$ cat config.mk
export PLATFORM = sky130hd
export DESIGN_NAME = vhs_ctrl
export DESIGN_NICKNAME = d
export VERILOG_FILES = /design/src/vhs_pkg.sv /design/src/vhs_ctrl.sv
export SDC_FILE = /design/constraint.sdc
export NUM_CORES = 1
export LEC_CHECK = 0
export ABC_AREA = 0
export ABC_CLOCK_PERIOD_IN_PS = 2800
export BUFFER_PORTS_ARGS = -buffer_cell sky130_fd_sc_hd__buf_4
export CORE_AREA = 2 2 39 41
export CTS_BUF_LIST = sky130_fd_sc_hd__clkbuf_8
export CTS_CLUSTER_DIAMETER = 120
export CTS_CLUSTER_SIZE = 30
export DETAILED_ROUTE_END_ITERATION = 8
export DIE_AREA = 0 0 41 43
export SLEW_MARGIN = 30
export SYNTH_ARGS = -nofsm -noshare
export SYNTH_HDL_FRONTEND = slang
export SYNTH_SLANG_ARGS = --single-unit
$ cat constraint.sdc
create_clock -name aclk -period 2.8 [get_ports aclk]
set_input_delay 0.14 -clock aclk [delete_from_list [all_inputs] [get_ports aclk]]
set_output_delay 0.14 -clock aclk [all_outputs]
set_load 0.02 [all_outputs]
$ cat src/vhs_pkg.sv
// package for the vector hash set: sizes, status codes, fsm states, command structs
// no dependencies
`timescale 1ns / 1ps
`default_nettype none
package vhs_pkg;
    localparam int BUCKETS       = 256;
    localparam int SLOTS         = 4;
    localparam int MAX_KEY_WORDS = 8;
    localparam int BUCKET_W      = $clog2(BUCKETS);
    localparam int SLOT_W        = $clog2(SLOTS);
    localparam int WORD_W        = $clog2(MAX_KEY_WORDS);
    localparam int FILL_W        = $clog2(SLOTS + 1);
    localparam int MEM_AW        = BUCKET_W + SLOT_W + WORD_W;
    localparam logic [31:0] HASH_MULT = 32'd1997;

    localparam logic [3:0] CFG_KEY_LENGTH   = 4'd0;
    localparam logic [3:0] CFG_INDEX_OFFSET = 4'd1;

    typedef enum logic [1:0] {
        ST_ADDED   = 2'd0,
        ST_PRESENT = 2'd1,
        ST_FULL    = 2'd2,
        ST_ABSENT  = 2'd3
    } status_t;

    typedef enum logic [2:0] {
        S_IDLE,
        S_HASH,
        S_FILL,
        S_CMP,
        S_STORE,
        S_OUT
    } state_t;

    // controller to datapath
    typedef struct packed {
        logic take_word;   // latch input word, update hash
        logic load_fill;   // read bucket fill count
        logic cmp_start;   // restart slot/word compare counters
        logic cmp_step;    // advance compare by one word
        logic store_step;  // write one stored word
        logic fill_bump;   // bump bucket fill count
        logic set_result;  // capture result fields
        logic clear_key;   // reset hash and position
    } dp_cmd_t;

    // datapath to controller
    typedef struct packed {
        logic key_last;    // word being taken ends the key
        logic add_op;      // pending op is add
        logic cmp_done;    // compare finished (found or exhausted)
        logic found;
        logic can_store;   // bucket not full
        logic store_last;  // last stored word written
    } dp_sts_t;
endpackage
`default_nettype wire

$ cat src/vhs_ctrl.sv
// controller fsm for the vector hash set
// depends on vhs_pkg
`timescale 1ns / 1ps
`default_nettype none
module vhs_ctrl import vhs_pkg::*; (
    input  wire logic    aclk,
    input  wire logic    aresetn,
    input  wire logic    s_valid,
    output logic         s_ready,
    output logic         m_valid,
    input  wire logic    m_ready,
    input  wire dp_sts_t sts,
    output dp_cmd_t      cmd
);
    state_t state_reg, state_next;
    logic   mv_reg, mv_next;

    // state register
    always_ff @(posedge aclk) begin
        if (!aresetn) begin
            state_reg <= S_IDLE;
            mv_reg    <= 1'b0;
        end else begin
            state_reg <= state_next;
            mv_reg    <= mv_next;
        end
    end

    assign m_valid = mv_reg;

    // next state and commands
    always_comb begin
        state_next = state_reg;
        mv_next    = mv_reg;
        cmd        = '0;
        s_ready    = 1'b0;
        if (mv_reg && m_ready) mv_next = 1'b0;
        unique case (state_reg)
            S_IDLE: begin
                s_ready = 1'b1;
                if (s_valid) begin
                    cmd.take_word = 1'b1;
                    if (sts.key_last) state_next = S_FILL;
                end
            end
            S_HASH: state_next = S_IDLE;
            S_FILL: begin
                cmd.load_fill = 1'b1;
                cmd.cmp_start = 1'b1;
                state_next    = S_CMP;
            end
            S_CMP: begin
                if (sts.cmp_done) begin
                    if (sts.add_op && !sts.found && sts.can_store) begin
                        cmd.cmp_start = 1'b1;
                        state_next    = S_STORE;
                    end else begin
                        state_next = S_OUT;
                    end
                end else begin
                    cmd.cmp_step = 1'b1;
                end
            end
            S_STORE: begin
                cmd.store_step = 1'b1;
                if (sts.store_last) begin
                    cmd.fill_bump = 1'b1;
                    state_next    = S_OUT;
                end
            end
            S_OUT: begin
                // wait for the output register to free up
                if (!mv_reg || m_ready) begin
                    cmd.set_result = 1'b1;
                    cmd.clear_key  = 1'b1;
                    mv_next        = 1'b1;
                    state_next     = S_IDLE;
                end
            end
            default: state_next = S_IDLE;
        endcase
    end
endmodule
`default_nettype wire

Yosys cells after proc, flatten, opt, wreduce, memory -nomap -nowiden
Index checks and enable logic that the tools add are counted.
{"block": "word_totals", "reg_bits": 4, "output_inout_bits": 10, "elab_cells": 42}
{"block": "classes", "eq_ne": 9, "mux": 23, "reduce_logical": 8}
{"op": "two-way mux 3 bit", "count": 5}
{"op": "one-hot mux 3 bit (5 select lines)", "count": 1}
{"op": "two-way mux 1 bit", "count": 13}
{"op": "inequality test 2 bit (second input constant)", "count": 5}
{"op": "== test 3 x 2 -> 1 bit (second input constant)", "count": 2}
{"op": "== test 3 bit (second input constant)", "count": 2}
{"op": "two-way mux 2 bit", "count": 3}
{"op": "AND reduction 5 bit", "count": 1}
{"op": "logical AND 1 bit", "count": 3}
{"op": "zero test 3 bit", "count": 1}
{"op": "zero test 1 bit", "count": 2}
{"op": "one-hot mux 1 bit (2 select lines)", "count": 1}
{"op": "logical OR 1 bit", "count": 1}

Depth between registers and ports, before layout
Gate-level depths: netlist of the first run.
{"block": "depth", "depth_word": 6, "mapped_depth": 4}

Worst setup path before layout of the first run
Ideal clock, no wire load.
{"block": "synth_path", "kind": "reg2out", "startpoint": "register state_reg[0]", "endpoint": "output port cmd[7] in the netlist's numbering", "t_arrival_ps": 1343, "required_time_ps": 2660, "path_slack_ps": 1317, "stages_incl_launch_ff": 4, "path_cell_list": "dfxtp_1 -> buf_2 -> nor3_1 -> and2_1"}
{"element": "start: declaration", "line": "vhs_ctrl.sv:15", "text": "state_t state_reg, state_next;"}
{"element": "start signal: assignment", "line": "vhs_ctrl.sv:24", "text": "state_reg <= state_next;"}
{"element": "end: declaration", "line": "vhs_ctrl.sv:13", "text": "output dp_cmd_t cmd"}

==> out/results.ini, run 1 <==
[cts]
post_cts_resized=0
cts.sinks=4
clk_root_buffer_cell=clkbuf_8
tritoncts=done
h-tree-depth=1
clk_latency_ns=0.22
cts.path.max_buffers=2
clkTransAtPathRegs_ns=0.03
ctsHoldBuffers=0
numCtsBuffers=3
post-cts-setup-buffer-count=0

[power_and_ir_drop]
p_leak_nw=0.215
finalPower_mw=0.261
vdd_drop_max_v=0.000136
cellPowerDensity_nw_per_um2=551

[synth]
synth_top_flop_cell=dfxtp_1
synth_edf_count=0
synthDistinctLibCells=24
post-synth-top-area-cell=dfxtp_1
synthCells=35
synth-simple-area-share_pct=36.0
synth-xor-area-share_pct=0
ys_seq_area_share_pct=28.4
synthMuxAreaShare_pct=0
async_reset_ff_share_pct=0
synth_area_per_cell_um2=8.04
synth_seq_cells=4
synthesis.nets=45
synth-adder-area-share_pct=0
synth_compound_area_share_pct=29.8
synth_top_family_by_area=simple AND/OR/NAND/NOR gates
synth_top_area_share_pct=28.4
ys_warn_count=0
syn-cell-area_um2=282
synthTopCellsByArea=dfxtp_1 28%, nand2b_1 6.7%, a21boi_0 5.3%, nand3b_1 5.3%, nor2_1 4.0%

[sta]
setup_ws_ns=1.36
min_period_ns=1.44
fin_setup_tns_ns=0
tightest_slew_ns=0.427
finalHoldViolCount=0
drv_slew=0
finalCritPeriodShare_pct=51.3
fmax_ghz=0.697
relSlewSlack_pct=71.5
setup_viol=0
rsz0062_at_grt=no
fin_skew_ns=0.000226

[floorplanning]
initial_core_util_pct=20.3
die_h_um=43
core_um2=1380
fp-row-count=14
die_x_um=41
die_area_um2=1760
ios=20

[routing]
drc_errors=0
vias=340
wire_per_inst_um=10.9
drt_iter0_markers=7
drt-total-wl_um=771
firstDrtPassIters=4
drtAntennaViolNets=0
vias_per_cell=4.79

[global_route]
grt_use_total_pct=10.5
grt_max_degree=15
grt_pass1_vias=287
grt_pass1_wl_um=1180
overflow=0
antenna_found_initial=0

[cells_and_area]
syn_to_final_growth_pct=68.0
final_core_util_pct=34.2
stdcell_area_um2=473
diodes=0
largest_reg_flops=3
final_common_cell=buf_4
fin_nets=67
layout_common_cells=19 x buf_4, 4 x dfxtp_1, 3 x nand2b_1, 3 x nor2_1, 3 x clkbuf_8
multi_input_area_um2=185
fillers=158
regArea_um2=80.1
drive_gt1_share_pct=43.6

[hold_path]
hp-class=input port to flip-flop
hold_start=aresetn

[critical_path]
crit_fanout=14
startpoint=state_reg[0]$_SDFFE_PN0P_
crit_chain=nor2_1, and2_2, buf_4
arrival_ns=1.30
start_kind=flip-flop
setup.worst_path.end_class=output port
cp.required_ns=2.66
crit_type=flip-flop to output port
rr_startpoint=state_reg[0]$_SDFFE_PN0P_
max_stage_delay_ns=0.57
crit_path_top_delay_cell=dfxtp_1
critPathTopFamily=flip-flops
cp_num_buf_inv=1

[placement]
place_area_um2=432
portBuffers=19
place_congestion=0.742
place_ws_ns=1.51
dp_hpwl_um=559

[outcome]
status=completed

[run]
drv_cap=0

## cells by family (layout without fill, tap and decap cells)
| kind of cell | after synthesis | count (layout) |
|---|---|---|
| AO/OA/AOI/OAI | 12 | 12 |
| AND/OR/NAND/NOR | 16 | 16 |
| flip-flops | 4 | 4 |
| buffers and inverters | 3 | 23 |
## synthesized netlist by cell type (all sizes together) (2+ instances only)
library cell,number
nand3b,2
nand2b,3
a21boi,2
and2,2
a21oi,3
o21ai,2
buf,2
nor2,3
dfxtp,4
## worst register-to-register path: stages (launching register included)
cell and delay [ns]:
dfxtp_1 0.57, nand3b_1 0.17, a21oi_2 0.20, o21ai_1 0.07, and3b_1 0.18
## path summary, 6_finish.rpt
check	end	slack, ns	cells after the start
setup / recovery	cmd[2]	1.36	3
hold / removal	state_reg[0]$_SDFFE_PN0P_	0.20	3
setup reg to reg	state_reg[1]$_SDFFE_PN0P_	1.49	4
hold reg to reg	m_valid$_SDFF_PN0_	0.56	2
## layer usage
layer | wire (um) | track usage, % | part of all wire (%)
met3 | 74 | 0 | 9.6
met5 | 0 | 0 | 0
met1 | 345 | 13.2 | 45
met4 | 0 | 12.0 | 0
met2 | 352 | 14.4 | 46
## stage by stage
step                cells  hold slack [ns]
floorplan              35            0.291
global placement       68            0.420
detailed placement     68            0.426
CTS                    71            0.200
global route           71            0.210
finish                 71            0.203
## power breakdown
| part | switching [mW] | internal [mW] | total [mW] |
|---|---|---|---|
| logic | 0.0330 | 0.0353 | 0.0682 |
| clock network | 0.0303 | 0.0917 | 0.122 |
| registers | 0.00926 | 0.0612 | 0.0705 |
| total | 0.0726 | 0.188 | 0.261 |
## layout make-up
class | count | share of cell area (%)
clock buffers | 3 | 8.73
inverters | 1 | 0.794
multi-input cells | 28 | 39.2
flip-flops and latches | 4 | 16.9
well taps | 16 | 4.23
repair buffers | 19 | 30.2
(Power assumes the default switching activity.)
==> inputs of run 2 (changes only) <==
--- a/config.mk
+++ b/config.mk
@@ -6,7 +6,7 @@
 export NUM_CORES = 1
 export LEC_CHECK = 0
 export ABC_AREA = 0
-export ABC_CLOCK_PERIOD_IN_PS = 2800
+export ABC_CLOCK_PERIOD_IN_PS = 1200
 export BUFFER_PORTS_ARGS = -buffer_cell sky130_fd_sc_hd__buf_4
 export CORE_AREA = 2 2 39 41
 export CTS_BUF_LIST = sky130_fd_sc_hd__clkbuf_8
==> constraint.sdc (replaced) <==
create_clock -name aclk -period 1.2 [get_ports aclk]
set_input_delay 0.06 -clock aclk [delete_from_list [all_inputs] [get_ports aclk]]
set_output_delay 0.06 -clock aclk [all_outputs]
set_load 0.02 [all_outputs]
==> out/results.ini, run 2 (synthesis results as in run 1) <==
[global_route]
grt_use_total_pct=10.2  ; -0.30 points
grt_pass1_wl_um=1150  ; -2.3%
met2_usage_pct=12.8  ; -1.6 points
use_met3_pct=3.14  ; +3.1 points
grt_max_degree=12  ; -3
use_met1_pct=12.9  ; -0.32 points
overflow=0  ; unchanged
antenna_found_initial=0  ; unchanged
grt_pass1_vias=309  ; +7.7%
busiest_layer=met1

[critical_path]
crit_fanout=5  ; -9
reg2regPathDepth=4  ; unchanged
critPathTopFamily=flip-flops
arrival_ns=1.12  ; -0.18 ns
cp_num_buf_inv=2  ; +1
cp.required_ns=1.14  ; -1.52 ns
start_kind=flip-flop
crit_type=flip-flop to output port
cp.depth=4  ; +1
setup.worst_path.end_class=output port
crit_chain=buf_8, nand3b_1, nor2b_2, buf_6
max_stage_delay_ns=0.36  ; -0.21 ns
crit_path_top_delay_cell=dfxtp_4

[cts]
clk_latency_ns=0.22  ; about the same
cts.path.max_buffers=2  ; unchanged
tritoncts=done
numCtsBuffers=3  ; unchanged
cts.sinks=4  ; unchanged
h-tree-depth=1  ; unchanged
clkTransAtPathRegs_ns=0.03  ; about the same
clk_root_buffer_cell=clkbuf_8
ctsHoldBuffers=0  ; unchanged

[power_and_ir_drop]
cellPowerDensity_nw_per_um2=1130  ; +100%
p_leak_nw=0.271  ; +26%
vdd_drop_max_v=0.000353  ; +160%
finalPower_mw=0.684  ; +160%

[sta]
holdWs_ns=0.118  ; -0.0856 ns
finalHoldViolCount=0  ; unchanged
drv_slew=0  ; unchanged
min_period_ns=1.18
relSlewSlack_pct=87.7  ; +16 points
fin_skew_ns=0.00148  ; +0.00126 ns
fmax_ghz=0.848
setup_viol=0  ; unchanged
tightest_slew_ns=0.182  ; -0.245 ns
finalCritPeriodShare_pct=98.3
rsz0062_at_grt=yes
setup_ws_ns=0.0210  ; -1.34 ns

[routing]
drc_errors=0  ; unchanged
wire_per_inst_um=11.5  ; +6.2%
vias_per_cell=4.74  ; -1.0%
vias=365  ; +7.4%
drt_iter0_markers=3  ; -4
drtAntennaViolNets=0  ; unchanged
firstDrtPassIters=2  ; -2
drt-total-wl_um=888  ; +15%

[cells_and_area]
layout_common_cells=19 x buf_4, 4 x buf_6, 3 x clkbuf_8
drive_gt1_share_pct=65.6  ; +22 points
final_common_cell=buf_4
diodes=0  ; unchanged
fin_nets=73  ; +9.0%
final_core_util_pct=43.9  ; +9.7 points
multi_input_area_um2=225  ; +22%
largest_reg_flops=3  ; unchanged
regArea_um2=88.8  ; +11%
fillers=149  ; -5.7%
syn_to_final_growth_pct=116

[run]
drv_cap=0  ; unchanged

[placement]
place_congestion=0.765  ; +3.1%
dp_hpwl_um=588  ; +5.2%
portBuffers=19  ; unchanged
place_ws_ns=0.0198  ; -1.49 ns

[outcome]
status=completed

[floorplanning]
fp-row-count=14  ; unchanged
die_area_um2=1760  ; unchanged
ios=20  ; unchanged
die_x_um=41  ; unchanged
die_h_um=43  ; unchanged
initial_core_util_pct=20.3  ; unchanged
core_um2=1380  ; unchanged

[hold_path]
hp-class=input port to flip-flop
min_path_cells=3  ; unchanged

run 2: cell types whose count changed in the layout (fill, tap and decap cells not counted), moves of 2 or more:
cell / change
dfxtp_1: -3
dfxtp_4: +2
nand2b_1: -2
buf_6: +4
and2_4: +2
run 2: worst paths after layout:
check | start | end | slack (ns)
setup / recovery | state_reg[0]$_SDFFE_PN0P_ | cmd[0] | 0.02
setup reg to reg | state_reg[0]$_SDFFE_PN0P_ | state_reg[1]$_SDFFE_PN0P_ | 0.05
hold / removal | aresetn | state_reg[0]$_SDFFE_PN0P_ | 0.12
hold reg to reg | m_valid$_SDFF_PN0_ | m_valid$_SDFF_PN0_ | 0.58
run 2: per-layer routing:
layer,up-vias,part of all wire (%)
li1,182,-
met1,164,41
met2,17,47
met3,2,9.6
met4,0,1.9
met5,-,0
run 2: timing repair:
item | in CTS | in global routing
buffers inserted | 0 | 3
endpoints found under the hold margin | 0 | 0
pin swaps | 0 | 7
resized for setup | 3 | 15
setup endpoints to repair | 5 | 8
gates cloned | 0 | 1
run 2: cell type report:
type	instances	share of cell area (%)
timing repair buffer	25	37.5
tap	16	3.30
clock buffer	3	6.80
inverter	1	0.619
sequential	4	14.6
multi-input combinational	28	37.1
run 2: stage by stage:
step | std cells | setup TNS (ns) | instance area [um^2]
finish | 77 | 0 | 607
global route | 77 | -0.176 | 607
CTS | 73 | -0.0385 | 504
detailed placement | 70 | 0 | 457
global placement | 70 | 0 | 457
floorplan | 35 | -0.00145 | 292
run 2: worst min-delay path: stages:
cell      delay [ns]
buf_4           0.10
o211ai_1        0.08
o31ai_1         0.06
run 2: report_power, final:
part | switching [mW] | total (mW) | leakage (nW) | internal (mW)
Combinational | 0.0989 | 0.228 | 0.215 | 0.130
Clock | 0.0787 | 0.293 | 0.0216 | 0.215
Sequential | 0.0177 | 0.163 | 0.0344 | 0.145
